$ cat src/design/srdw_pkg.sv
// ---------------------------------------------------------------------------
// srdw_pkg
// Shared types and constants for the shadow register deferred writer: field
// layout of the stream words, command and register codes, and the control
// and status bundles between the controller and the datapath.
// ---------------------------------------------------------------------------
package srdw_pkg;

  localparam int CMD_W  = 3;
  localparam int IDX_W  = 6;
  localparam int VAL_W  = 16;
  localparam int LINE_W = 8;

  // Input word layout, lowest bit first.
  localparam int IN_CMD_LSB   = 0;
  localparam int IN_IDX_LSB   = IN_CMD_LSB + CMD_W;
  localparam int IN_DATA_LSB  = IN_IDX_LSB + IDX_W;
  localparam int IN_LINE_LSB  = IN_DATA_LSB + VAL_W;
  localparam int IN_FBLK_BIT  = IN_LINE_LSB + LINE_W;
  localparam int IN_BITS      = IN_FBLK_BIT + 1;
  localparam int S_TDATA_W    = ((IN_BITS + 7) / 8) * 8;

  // Output word layout, lowest bit first.
  localparam int OUT_IDX_LSB   = 0;
  localparam int OUT_VAL_LSB   = OUT_IDX_LSB + IDX_W;
  localparam int OUT_MERGE_BIT = OUT_VAL_LSB + VAL_W;
  localparam int OUT_HW_BIT    = OUT_MERGE_BIT + 1;
  localparam int M_TDATA_W     = (((OUT_HW_BIT + 1) + 7) / 8) * 8;

  // Command codes.
  localparam logic [CMD_W-1:0] CMD_WRITE = 3'd0;
  localparam logic [CMD_W-1:0] CMD_SET   = 3'd1;
  localparam logic [CMD_W-1:0] CMD_CLEAR = 3'd2;
  localparam logic [CMD_W-1:0] CMD_READ  = 3'd3;
  localparam logic [CMD_W-1:0] CMD_FLUSH = 3'd4;

  // Configuration register indexes and reset values.
  localparam int CFG_IDX_W = 2;
  localparam logic [CFG_IDX_W-1:0] CFG_BLANK_FIRST = 2'd0;
  localparam logic [CFG_IDX_W-1:0] CFG_BLANK_LAST  = 2'd1;
  localparam logic [CFG_IDX_W-1:0] CFG_MERGE_MASK  = 2'd2;
  localparam logic [LINE_W-1:0] BLANK_FIRST_RST = 8'd161;
  localparam logic [LINE_W-1:0] BLANK_LAST_RST  = 8'd225;

  // Which source feeds the output register.
  typedef enum logic [1:0] {
    SRC_WRITE = 2'd0,
    SRC_READ  = 2'd1,
    SRC_FLUSH = 2'd2
  } out_src_t;

  typedef struct packed {
    logic     cap_in;     // capture the accepted request
    logic     sh_rd_in;   // shadow read at the incoming index
    logic     sh_rd_q;    // shadow read at the queue entry just read
    logic     shadow_wr;  // commit the read-modify-write result
    logic     enqueue;    // queue the index unless already pending
    logic     out_load;   // load the output register
    out_src_t out_src;
    logic     fl_start;   // read queue entry zero
    logic     fl_next;    // advance to the next queue entry
    logic     fl_done;    // empty the queue
  } ctrl_cmd_t;

  typedef struct packed {
    logic [CMD_W-1:0] new_cmd;
    logic             new_in_range;
    logic             blank;
    logic             count_zero;
    logic             flush_last;
    logic             out_free;
  } dp_status_t;

endpackage

$ cat src/design/srdw_ram.sv
// ---------------------------------------------------------------------------
// srdw_ram
// Generic simple dual-port RAM: one write port, one read port with a
// registered read that only updates when a read is issued.
// ---------------------------------------------------------------------------
module srdw_ram #(
  parameter int WIDTH = 16,
  parameter int DEPTH = 48
) (
  input  logic                     clk,
  input  logic                     wr_en,
  input  logic [$clog2(DEPTH)-1:0] wr_addr,
  input  logic [WIDTH-1:0]         wr_data,
  input  logic                     rd_en,
  input  logic [$clog2(DEPTH)-1:0] rd_addr,
  output logic [WIDTH-1:0]         rd_data
);

  logic [WIDTH-1:0] mem [DEPTH];

  always_ff @(posedge clk) begin
    if (wr_en) begin
      mem[wr_addr] <= wr_data;
    end
    if (rd_en) begin
      rd_data <= mem[rd_addr];
    end
  end

endmodule

$ cat src/design/srdw_dp.sv
// ---------------------------------------------------------------------------
// srdw_dp
// Datapath: configuration registers, shadow RAM with per-entry valid bits,
// pending queue RAM with fill count and pending marks, and the output
// register.
// ---------------------------------------------------------------------------
module srdw_dp
  import srdw_pkg::*;
#(
  parameter int NUM_REGS         = 48,
  parameter int STATUS_INDEX     = 2,
  parameter int LINE_COUNT_INDEX = 3
) (
  input  logic                 clk,
  input  logic                 rst,
  input  ctrl_cmd_t            cmd,
  output dp_status_t           st,
  input  logic [S_TDATA_W-1:0] s_tdata,
  input  logic                 cfg_wr,
  input  logic [CFG_IDX_W-1:0] cfg_index,
  input  logic [VAL_W-1:0]     cfg_data,
  input  logic                 m_tready,
  output logic                 m_tvalid,
  output logic [M_TDATA_W-1:0] m_tdata,
  output logic                 m_tuser,
  output logic                 m_tlast
);

  localparam int AW = $clog2(NUM_REGS);
  localparam int CW = $clog2(NUM_REGS + 1);
  localparam logic [IDX_W-1:0] STATUS_IDX = IDX_W'(STATUS_INDEX);
  localparam logic [IDX_W-1:0] LINE_IDX   = IDX_W'(LINE_COUNT_INDEX);
  localparam logic [IDX_W:0]   NUM_REGS_X = (IDX_W + 1)'(NUM_REGS);

  // Fields of the incoming request.
  logic [CMD_W-1:0]  new_cmd;
  logic [IDX_W-1:0]  new_idx;
  logic [VAL_W-1:0]  new_data;
  logic [LINE_W-1:0] new_line;
  logic              new_fblank;

  assign new_cmd    = s_tdata[IN_CMD_LSB +: CMD_W];
  assign new_idx    = s_tdata[IN_IDX_LSB +: IDX_W];
  assign new_data   = s_tdata[IN_DATA_LSB +: VAL_W];
  assign new_line   = s_tdata[IN_LINE_LSB +: LINE_W];
  assign new_fblank = s_tdata[IN_FBLK_BIT];

  // Configuration. The merge mask is applied by the hardware side only.
  logic [LINE_W-1:0] blank_first;
  logic [LINE_W-1:0] blank_last;

  always_ff @(posedge clk) begin
    if (rst) begin
      blank_first <= BLANK_FIRST_RST;
      blank_last  <= BLANK_LAST_RST;
    end else if (cfg_wr) begin
      unique case (cfg_index)
        CFG_BLANK_FIRST: blank_first <= cfg_data[LINE_W-1:0];
        CFG_BLANK_LAST:  blank_last  <= cfg_data[LINE_W-1:0];
        default: ;
      endcase
    end
  end

  // Captured request.
  logic [CMD_W-1:0] cmd_q;
  logic [IDX_W-1:0] idx_q;
  logic [VAL_W-1:0] data_q;
  logic             blank_q;

  always_ff @(posedge clk) begin
    if (cmd.cap_in) begin
      cmd_q   <= new_cmd;
      idx_q   <= new_idx;
      data_q  <= new_data;
      blank_q <= ((new_line >= blank_first) && (new_line <= blank_last)) || new_fblank;
    end
  end

  // Shadow store.
  logic [NUM_REGS-1:0] shadow_vld;
  logic [IDX_W-1:0]    rd_idx;
  logic                rd_range;
  logic [VAL_W-1:0]    sh_rdata;
  logic [IDX_W-1:0]    q_rdata;
  logic [VAL_W-1:0]    old_val;
  logic [VAL_W-1:0]    new_val;
  logic                sh_rd_en;
  logic [AW-1:0]       sh_rd_addr;

  assign sh_rd_en   = cmd.sh_rd_in || cmd.sh_rd_q;
  assign sh_rd_addr = cmd.sh_rd_q ? q_rdata[AW-1:0] : new_idx[AW-1:0];

  srdw_ram #(.WIDTH(VAL_W), .DEPTH(NUM_REGS)) u_shadow (
    .clk     (clk),
    .wr_en   (cmd.shadow_wr),
    .wr_addr (idx_q[AW-1:0]),
    .wr_data (new_val),
    .rd_en   (sh_rd_en),
    .rd_addr (sh_rd_addr),
    .rd_data (sh_rdata)
  );

  always_ff @(posedge clk) begin
    if (cmd.sh_rd_q) begin
      rd_idx   <= q_rdata;
      rd_range <= 1'b1;
    end else if (cmd.sh_rd_in) begin
      rd_idx   <= new_idx;
      rd_range <= {1'b0, new_idx} < NUM_REGS_X;
    end
  end

  // Entries never written read as zero, as do indexes past the file.
  assign old_val = (rd_range && shadow_vld[rd_idx[AW-1:0]]) ? sh_rdata : '0;

  always_comb begin
    case (cmd_q)
      CMD_SET:   new_val = old_val | data_q;
      CMD_CLEAR: new_val = old_val & ~data_q;
      default:   new_val = data_q;
    endcase
  end

  always_ff @(posedge clk) begin
    if (rst) begin
      shadow_vld <= '0;
    end else if (cmd.shadow_wr) begin
      shadow_vld[idx_q[AW-1:0]] <= 1'b1;
    end
  end

  // Pending queue.
  logic [CW-1:0]       count;
  logic [AW-1:0]       ptr;
  logic [NUM_REGS-1:0] marks;
  logic                do_enq;
  logic                q_rd_en;
  logic [AW-1:0]       q_rd_addr;

  assign do_enq    = cmd.enqueue && !marks[idx_q[AW-1:0]];
  assign q_rd_en   = cmd.fl_start || cmd.fl_next;
  assign q_rd_addr = cmd.fl_start ? '0 : AW'(ptr + 1'b1);

  srdw_ram #(.WIDTH(IDX_W), .DEPTH(NUM_REGS)) u_queue (
    .clk     (clk),
    .wr_en   (do_enq),
    .wr_addr (count[AW-1:0]),
    .wr_data (idx_q),
    .rd_en   (q_rd_en),
    .rd_addr (q_rd_addr),
    .rd_data (q_rdata)
  );

  always_ff @(posedge clk) begin
    if (rst) begin
      count <= '0;
      marks <= '0;
    end else if (cmd.fl_done) begin
      count <= '0;
      marks <= '0;
    end else if (do_enq) begin
      count <= count + 1'b1;
      marks[idx_q[AW-1:0]] <= 1'b1;
    end
  end

  always_ff @(posedge clk) begin
    if (q_rd_en) begin
      ptr <= q_rd_addr;
    end
  end

  // Output register.
  logic [IDX_W-1:0] o_idx;
  logic [VAL_W-1:0] o_val;
  logic             o_merge;
  logic             o_hw;
  logic             o_kind;
  logic             o_last;
  logic             flush_last;

  assign flush_last = (CW'(ptr) + CW'(1)) == count;

  always_ff @(posedge clk) begin
    if (rst) begin
      m_tvalid <= 1'b0;
    end else if (cmd.out_load) begin
      m_tvalid <= 1'b1;
    end else if (m_tready) begin
      m_tvalid <= 1'b0;
    end
  end

  always_ff @(posedge clk) begin
    if (cmd.out_load) begin
      case (cmd.out_src)
        SRC_READ: begin
          o_kind  <= 1'b1;
          o_idx   <= idx_q;
          o_val   <= old_val;
          o_merge <= 1'b0;
          o_hw    <= (idx_q == STATUS_IDX) || (idx_q == LINE_IDX);
          o_last  <= 1'b1;
        end
        SRC_FLUSH: begin
          o_kind  <= 1'b0;
          o_idx   <= rd_idx;
          o_val   <= old_val;
          o_merge <= rd_idx == STATUS_IDX;
          o_hw    <= 1'b0;
          o_last  <= flush_last;
        end
        default: begin
          o_kind  <= 1'b0;
          o_idx   <= idx_q;
          o_val   <= new_val;
          o_merge <= idx_q == STATUS_IDX;
          o_hw    <= 1'b0;
          o_last  <= 1'b1;
        end
      endcase
    end
  end

  always_comb begin
    m_tdata = '0;
    m_tdata[OUT_IDX_LSB +: IDX_W] = o_idx;
    m_tdata[OUT_VAL_LSB +: VAL_W] = o_val;
    m_tdata[OUT_MERGE_BIT]        = o_merge;
    m_tdata[OUT_HW_BIT]           = o_hw;
  end

  assign m_tuser = o_kind;
  assign m_tlast = o_last;

  // Status to the controller.
  assign st.new_cmd      = new_cmd;
  assign st.new_in_range = {1'b0, new_idx} < NUM_REGS_X;
  assign st.blank        = blank_q;
  assign st.count_zero   = count == '0;
  assign st.flush_last   = flush_last;
  assign st.out_free     = !m_tvalid || m_tready;

endmodule

$ cat src/design/srdw_ctrl.sv
// ---------------------------------------------------------------------------
// srdw_ctrl
// Controller: sequences the shadow read-modify-write, reads, and the flush
// walk over the pending queue.
// ---------------------------------------------------------------------------
module srdw_ctrl
  import srdw_pkg::*;
(
  input  logic       clk,
  input  logic       rst,
  input  logic       s_tvalid,
  output logic       s_tready,
  input  dp_status_t st,
  output ctrl_cmd_t  cmd
);

  typedef enum logic [4:0] {
    S_IDLE  = 5'b00001,
    S_RMW   = 5'b00010,
    S_READ  = 5'b00100,
    S_FLQ   = 5'b01000,
    S_FLS   = 5'b10000
  } state_t;

  state_t state;
  state_t state_next;

  always_ff @(posedge clk) begin
    if (rst) begin
      state <= S_IDLE;
    end else begin
      state <= state_next;
    end
  end

  assign s_tready = state == S_IDLE;

  always_comb begin
    state_next  = state;
    cmd         = '0;
    cmd.out_src = SRC_WRITE;
    unique case (state)
      S_IDLE: begin
        if (s_tvalid) begin
          cmd.cap_in = 1'b1;
          unique case (st.new_cmd) inside
            CMD_WRITE, CMD_SET, CMD_CLEAR: begin
              if (st.new_in_range) begin
                cmd.sh_rd_in = 1'b1;
                state_next   = S_RMW;
              end
            end
            CMD_READ: begin
              cmd.sh_rd_in = 1'b1;
              state_next   = S_READ;
            end
            CMD_FLUSH: begin
              if (!st.count_zero) begin
                cmd.fl_start = 1'b1;
                state_next   = S_FLQ;
              end
            end
            default: ;
          endcase
        end
      end
      S_RMW: begin
        if (!st.blank) begin
          cmd.shadow_wr = 1'b1;
          cmd.enqueue   = 1'b1;
          state_next    = S_IDLE;
        end else if (st.out_free) begin
          cmd.shadow_wr = 1'b1;
          cmd.out_load  = 1'b1;
          cmd.out_src   = SRC_WRITE;
          state_next    = S_IDLE;
        end
      end
      S_READ: begin
        if (st.out_free) begin
          cmd.out_load = 1'b1;
          cmd.out_src  = SRC_READ;
          state_next   = S_IDLE;
        end
      end
      S_FLQ: begin
        cmd.sh_rd_q = 1'b1;
        state_next  = S_FLS;
      end
      S_FLS: begin
        if (st.out_free) begin
          cmd.out_load = 1'b1;
          cmd.out_src  = SRC_FLUSH;
          if (st.flush_last) begin
            cmd.fl_done = 1'b1;
            state_next  = S_IDLE;
          end else begin
            cmd.fl_next = 1'b1;
            state_next  = S_FLQ;
          end
        end
      end
      default: state_next = S_IDLE;
    endcase
  end

endmodule

$ cat src/design/shadow_register_deferred_writer.sv
// ---------------------------------------------------------------------------
// shadow_register_deferred_writer
// Shadow copy of the display registers with a deduplicated queue of
// deferred hardware writes, flushed on request.
// ---------------------------------------------------------------------------
// Requests arrive on the s_t* channel: write, set bits, clear bits, read or
// flush. Results leave on the m_t* channel; m_tuser is 0 for a hardware
// register write and 1 for read data, and m_tlast marks the final result of
// a request. Configuration registers are written on the cfg_* channel, which
// is always ready and must only be used while the block is idle.
// Sequence: each write, set, clear or read request occupies the block for
// the registered shadow RAM read followed by the modify-and-write or the
// output load, which waits for a free output register. A flush starts with
// a queue RAM read, and each queued register then needs a shadow RAM read
// and an output load, the load also reading the next queue entry. Write,
// set and clear requests with out-of-range indexes, unknown commands and
// empty flushes are taken while idle and produce nothing.
// Reset (rst, synchronous) empties the queue, marks every shadow entry as
// zero through its valid bit, restores the configuration defaults and drops
// any pending result; no clearing pass is needed. When the receiver stalls,
// the result stays in the output register and the next request may still be
// accepted; the block only waits once it has a second result to deliver.
// ---------------------------------------------------------------------------
module shadow_register_deferred_writer
  import srdw_pkg::*;
#(
  parameter int NUM_REGS         = 48,
  parameter int STATUS_INDEX     = 2,
  parameter int LINE_COUNT_INDEX = 3
) (
  input  logic                 clk,
  input  logic                 rst,
  // Request channel.
  input  logic                 s_tvalid,
  output logic                 s_tready,
  // cmd[2:0], reg_index[8:3], data[24:9], scanline[32:25], forced_blank[33]
  input  logic [S_TDATA_W-1:0] s_tdata,
  // Result channel.
  output logic                 m_tvalid,
  input  logic                 m_tready,
  // out_index[5:0], out_value[21:6], merge_status[22], read_from_hardware[23]
  output logic [M_TDATA_W-1:0] m_tdata,
  // kind[0]
  output logic                 m_tuser,
  output logic                 m_tlast,
  // Configuration write channel.
  input  logic                 cfg_valid,
  output logic                 cfg_ready,
  input  logic [CFG_IDX_W-1:0] cfg_index,
  input  logic [VAL_W-1:0]     cfg_data
);

  ctrl_cmd_t  cmd;
  dp_status_t st;

  // Configuration is taken in the cycle it is offered.
  assign cfg_ready = 1'b1;

  srdw_ctrl u_ctrl (
    .clk      (clk),
    .rst      (rst),
    .s_tvalid (s_tvalid),
    .s_tready (s_tready),
    .st       (st),
    .cmd      (cmd)
  );

  srdw_dp #(
    .NUM_REGS         (NUM_REGS),
    .STATUS_INDEX     (STATUS_INDEX),
    .LINE_COUNT_INDEX (LINE_COUNT_INDEX)
  ) u_dp (
    .clk       (clk),
    .rst       (rst),
    .cmd       (cmd),
    .st        (st),
    .s_tdata   (s_tdata),
    .cfg_wr    (cfg_valid && cfg_ready),
    .cfg_index (cfg_index),
    .cfg_data  (cfg_data),
    .m_tready  (m_tready),
    .m_tvalid  (m_tvalid),
    .m_tdata   (m_tdata),
    .m_tuser   (m_tuser),
    .m_tlast   (m_tlast)
  );

endmodule

$ cat config.mk
export PLATFORM = sky130hd
export DESIGN_NAME = shadow_register_deferred_writer
export DESIGN_NICKNAME = d
export VERILOG_FILES = /design/src/design/srdw_pkg.sv /design/src/design/srdw_ram.sv /design/src/design/srdw_dp.sv /design/src/design/srdw_ctrl.sv /design/src/design/shadow_register_deferred_writer.sv
export SDC_FILE = /design/constraint.sdc
export NUM_CORES = 2
export LEC_CHECK = 0
export ABC_AREA = 1
export BUFFER_PORTS_ARGS = -buffer_cell sky130_fd_sc_hd__clkbuf_2
export CORE_ASPECT_RATIO = 1.25
export CORE_MARGIN = 2
export CORE_UTILIZATION = 60
export CTS_CLUSTER_DIAMETER = 100
export DETAILED_ROUTE_END_ITERATION = 12
export HOLD_SLACK_MARGIN = 0.06
export PLACE_DENSITY = 0.77
export SETUP_SLACK_MARGIN = 0.2
export SYNTH_ARGS = -nofsm -noshare
export SYNTH_HDL_FRONTEND = slang
export SYNTH_SLANG_ARGS = --single-unit
$ cat constraint.sdc
create_clock -name clk -period 5.6 [get_ports clk]
set_input_delay 0.28 -clock clk [delete_from_list [all_inputs] [get_ports clk]]
set_output_delay 0.28 -clock clk [all_outputs]
set_load 0.01 [all_outputs]
==> impl_metrics.yaml <==
routing:
  drt-pass1-iter-count: 6
  wl_per_cell_um: 22.2
  drc_errors: 0
  drt-total-wl_mm: 134
  routed-via-count: 36223
  viasPerCell: 6.00
  final_antenna_net_count: 0
  first_iter_violations: 4606
floorplan:
  rows: 122
  dieArea_mm2: 0.0911
  pin_count: 92
  core_area_mm2: 0.0882
  fp.dieW_um: 270
  die_h_um: 337
  start_util_pct: 60.3
grt:
  overflow: 0
  antenna_found_initial: 2
  grt_max_degree: 140
  grt_pass1_vias: 35231
  grt_usage_pct: 29.3
  grt_pass1_wl_mm: 203
pwr:
  p_clk_share_pct: 38.7
  combPwrFrac_pct: 6.2
  internal-power_mw: 14.9
  power_mw: 19.3
  leakagePower_nw: 21.6
  sw_frac_of_total_pct: 22.8
  switchingPower_mw: 4.39
  seqPwrFrac_pct: 55.2
  powerDensity_mw_per_mm2: 331
  peakVddDrop_mv: 0.292
synth:
  synth-xor-area-share_pct: 0.148
  postSynthCellCount: 4771
  syn_avg_cell_area_um2: 11.2
  synth_commonest_cells: "edfxtp_1, nand2_1, inv_1"
  netlist_area_mm2: 0.0532
  synth_top_family_by_area: "simple AND/OR/NAND/NOR gates"
  synth-main-ff-cell: "edfxtp_1"
  synthAdderAreaFrac_pct: 0.494
  ys_async_sr_fraction_pct: 0
  synthesis.nets: 4855
  yosys.area.top_type_share_pct: 64.5
  yosysSeqAreaShare_pct: 69.2
  synth_warnings: 0
  synth_compound_area_share_pct: 9.00
  synth.area.top_cells: "edfxtp_1, nand2_1, nand3_1, dfxtp_1, inv_1"
  yosysMostFrequentCell: "edfxtp_1"
  ys_types: 46
  synth_top_area_cell: "edfxtp_1"
  muxShareOfSynthArea_pct: 0
  synth-edff-count: 1142
  yosys.area_share.simple_pct: 14.9
  ys_ff_latch: 1267
final_layout:
  finish.utilization_pct: 66.0
  final_cells: 6040
  fin_nets: 4855
  final-seq-area_mm2: 0.0368
  fillers: 6316
  fin_area_mm2: 0.0582
  syn_to_final_growth_pct: 9.49
  multi_input_comb_area_mm2: 0.0132
  drive_gt1_share_pct: 7.61
  antenna_cells: 0
setup_path:
  cpPeakStageDelay_ns: 0.93
  cp-start-kind: "register"
  cp_max_fo: 49
  path_buf_inv: 2
  crit_type: "register to register"
  endpoint_kind: "register"
  cp_cell_sequence: "inv_1, a21oi_1, o21ai_0, nand3_1, nand3_1, nand2_1, nand3_1, nand2_1, buf_4, nand4_1, nand2_2"
  worst-endpoint-arrival_ns: 4.78
  critPathSlowestCell: "edfxtp_1"
  worstPathRequired_ns: 5.89
  crit_top_cell: "nand3_1"
  path_delay_family: "simple AND/OR/NAND/NOR gates"
sta:
  setup_slack_ns: 1.11
  fin_tns_setup_ns: 0
  period_share_pct: 80.1
  max_slew_margin_pct: 7.10
  rsz0062_at_grt: "false"
  finalSetupViolations: 0
  tightest_slew_ns: 1.39
  clock_skew_ns: 0.0582
  holdWs_ns: 0.152
  hold_viol: 0
  fin_crit_ns: 4.49
  drv_slew: 0
  max_freq_ghz: 0.223
placement:
  dp_cells: 5794
  dp_hpwl_mm: 76.9
  dp_slack_ns: 1.44
  port_buffers: 76
  placed_area_mm2: 0.0543
  globalplace.congestion: 0.884
clock_tree:
  cts_tree: "done"
  clkLatencyLatePin_ns: 0.70
  numCtsBuffers: 115
  cts_buffer_depth: 3
  cts_setup_buffers: 0
  cts-root-buf: "clkbuf_16"
  cts_sinks: 1267
  clkSlewWorstSetupHoldPaths_ns: 0.06
  h-tree-depth: 3
min_path:
  hold_path_class: "primary input to register"
run_status:
  status: "finished clean"
run:
  max_cap_violations: 0
## state kept, by name, indices dropped and copies added (netlist names)
| name | cells |
|---|---|
| u_ctrl.state | 5 |
| u_dp.blank_first | 8 |
| u_dp.blank_last | 8 |
| u_dp.blank_q | 1 |
| u_dp.cmd_q | 3 |
| u_dp.count | 6 |
| u_dp.data_q | 16 |
| u_dp.idx_q | 6 |
| u_dp.m_tlast | 1 |
| u_dp.m_tuser | 1 |
| u_dp.m_tvalid | 1 |
| u_dp.marks | 48 |
| u_dp.o_hw | 1 |
| u_dp.o_idx | 6 |
| u_dp.o_merge | 1 |
| u_dp.o_val | 16 |
| u_dp.ptr | 6 |
| u_dp.rd_idx | 6 |
| u_dp.rd_range | 1 |
| u_dp.shadow_vld | 48 |
| u_dp.u_queue.mem | 288 |
| u_dp.u_queue.rd_data | 6 |
| u_dp.u_shadow.mem | 768 |
| u_dp.u_shadow.rd_data | 16 |
## worst paths after layout
check                                            startpoint                                  to  slack [ns]  depth (start not counted)
worst max-delay path               u_dp.rd_idx[1]$_DFFE_PP_  u_dp.u_shadow.mem[43][8]$_DFFE_PP_        1.11                         11
worst min register to register  u_dp.marks[47]$_SDFFE_PP0P_         u_dp.marks[47]$_SDFFE_PP0P_        0.45                          2
worst min-delay path                           cfg_index[0]     u_dp.blank_last[4]$_SDFFE_PP0P_        0.15                          3
worst max register to register     u_dp.rd_idx[1]$_DFFE_PP_  u_dp.u_shadow.mem[43][8]$_DFFE_PP_        1.11                         11
## per-layer routing
metal,track usage (%),vias to the layer above,share of wire (%)
li1,-,16536,-
met1,36.2,17222,36
met2,49.3,2021,49
met3,4.27,440,9.0
met4,17.8,4,6.1
met5,0,-,0.013
## layout make-up
cell class,count,share of cell area [%]
clock buffers,152,5.27
multi-input cells,2673,22.6
well taps,1178,2.53
clock inverters,56,0.769
inverters,554,3.59
flip-flops and latches,1267,63.2
repair buffers,160,2.05
## kinds of logic (layout without fill, tap and decap cells)
logic type,after synthesis,in the layout
AND/OR/NAND/NOR,1849,1849
XOR/XNOR,9,9
AO/OA/AOI/OAI,793,793
buffers and inverters,831,922
other,1,1
adder cells (fa/ha/maj),21,21
flip-flops,1267,1267
## cells in the final DEF, fill, tap and decap left out, types with 116 or more instances in the layout
cell       instances
a21oi_1          120
clkbuf_16        116
dfxtp_1          125
edfxtp_1        1142
inv_1            534
nand2_1          873
nand3_1          516
nor2_1           332
o211ai_1         228
o21ai_0          335
## power groups by stage
stage / combinational, mW / sequential [mW] / clock [mW]
floorplan: 0.693 / 10.8 / 0
global placement: 1.10 / 10.8 / 0
detailed placement: 1.14 / 10.8 / 0
CTS: 1.16 / 10.6 / 7.47
global route: 1.27 / 10.6 / 7.83
finish: 1.19 / 10.6 / 7.45
## worst min-delay path, stage by stage
cell and delay (ns):
clkbuf_2 0.09, nand2_1 0.30, a21oi_1 0.12
## what timing repair did
| action | 4_1_cts | 5_1_grt |
|---|---|---|
| hold buffers | 38 | 0 |
| endpoints found under the hold margin | 46 | 0 |
| resized for setup | 0 | 0 |
| setup endpoints to repair | 0 | 0 |
Power figures use the tool's default switching activity.
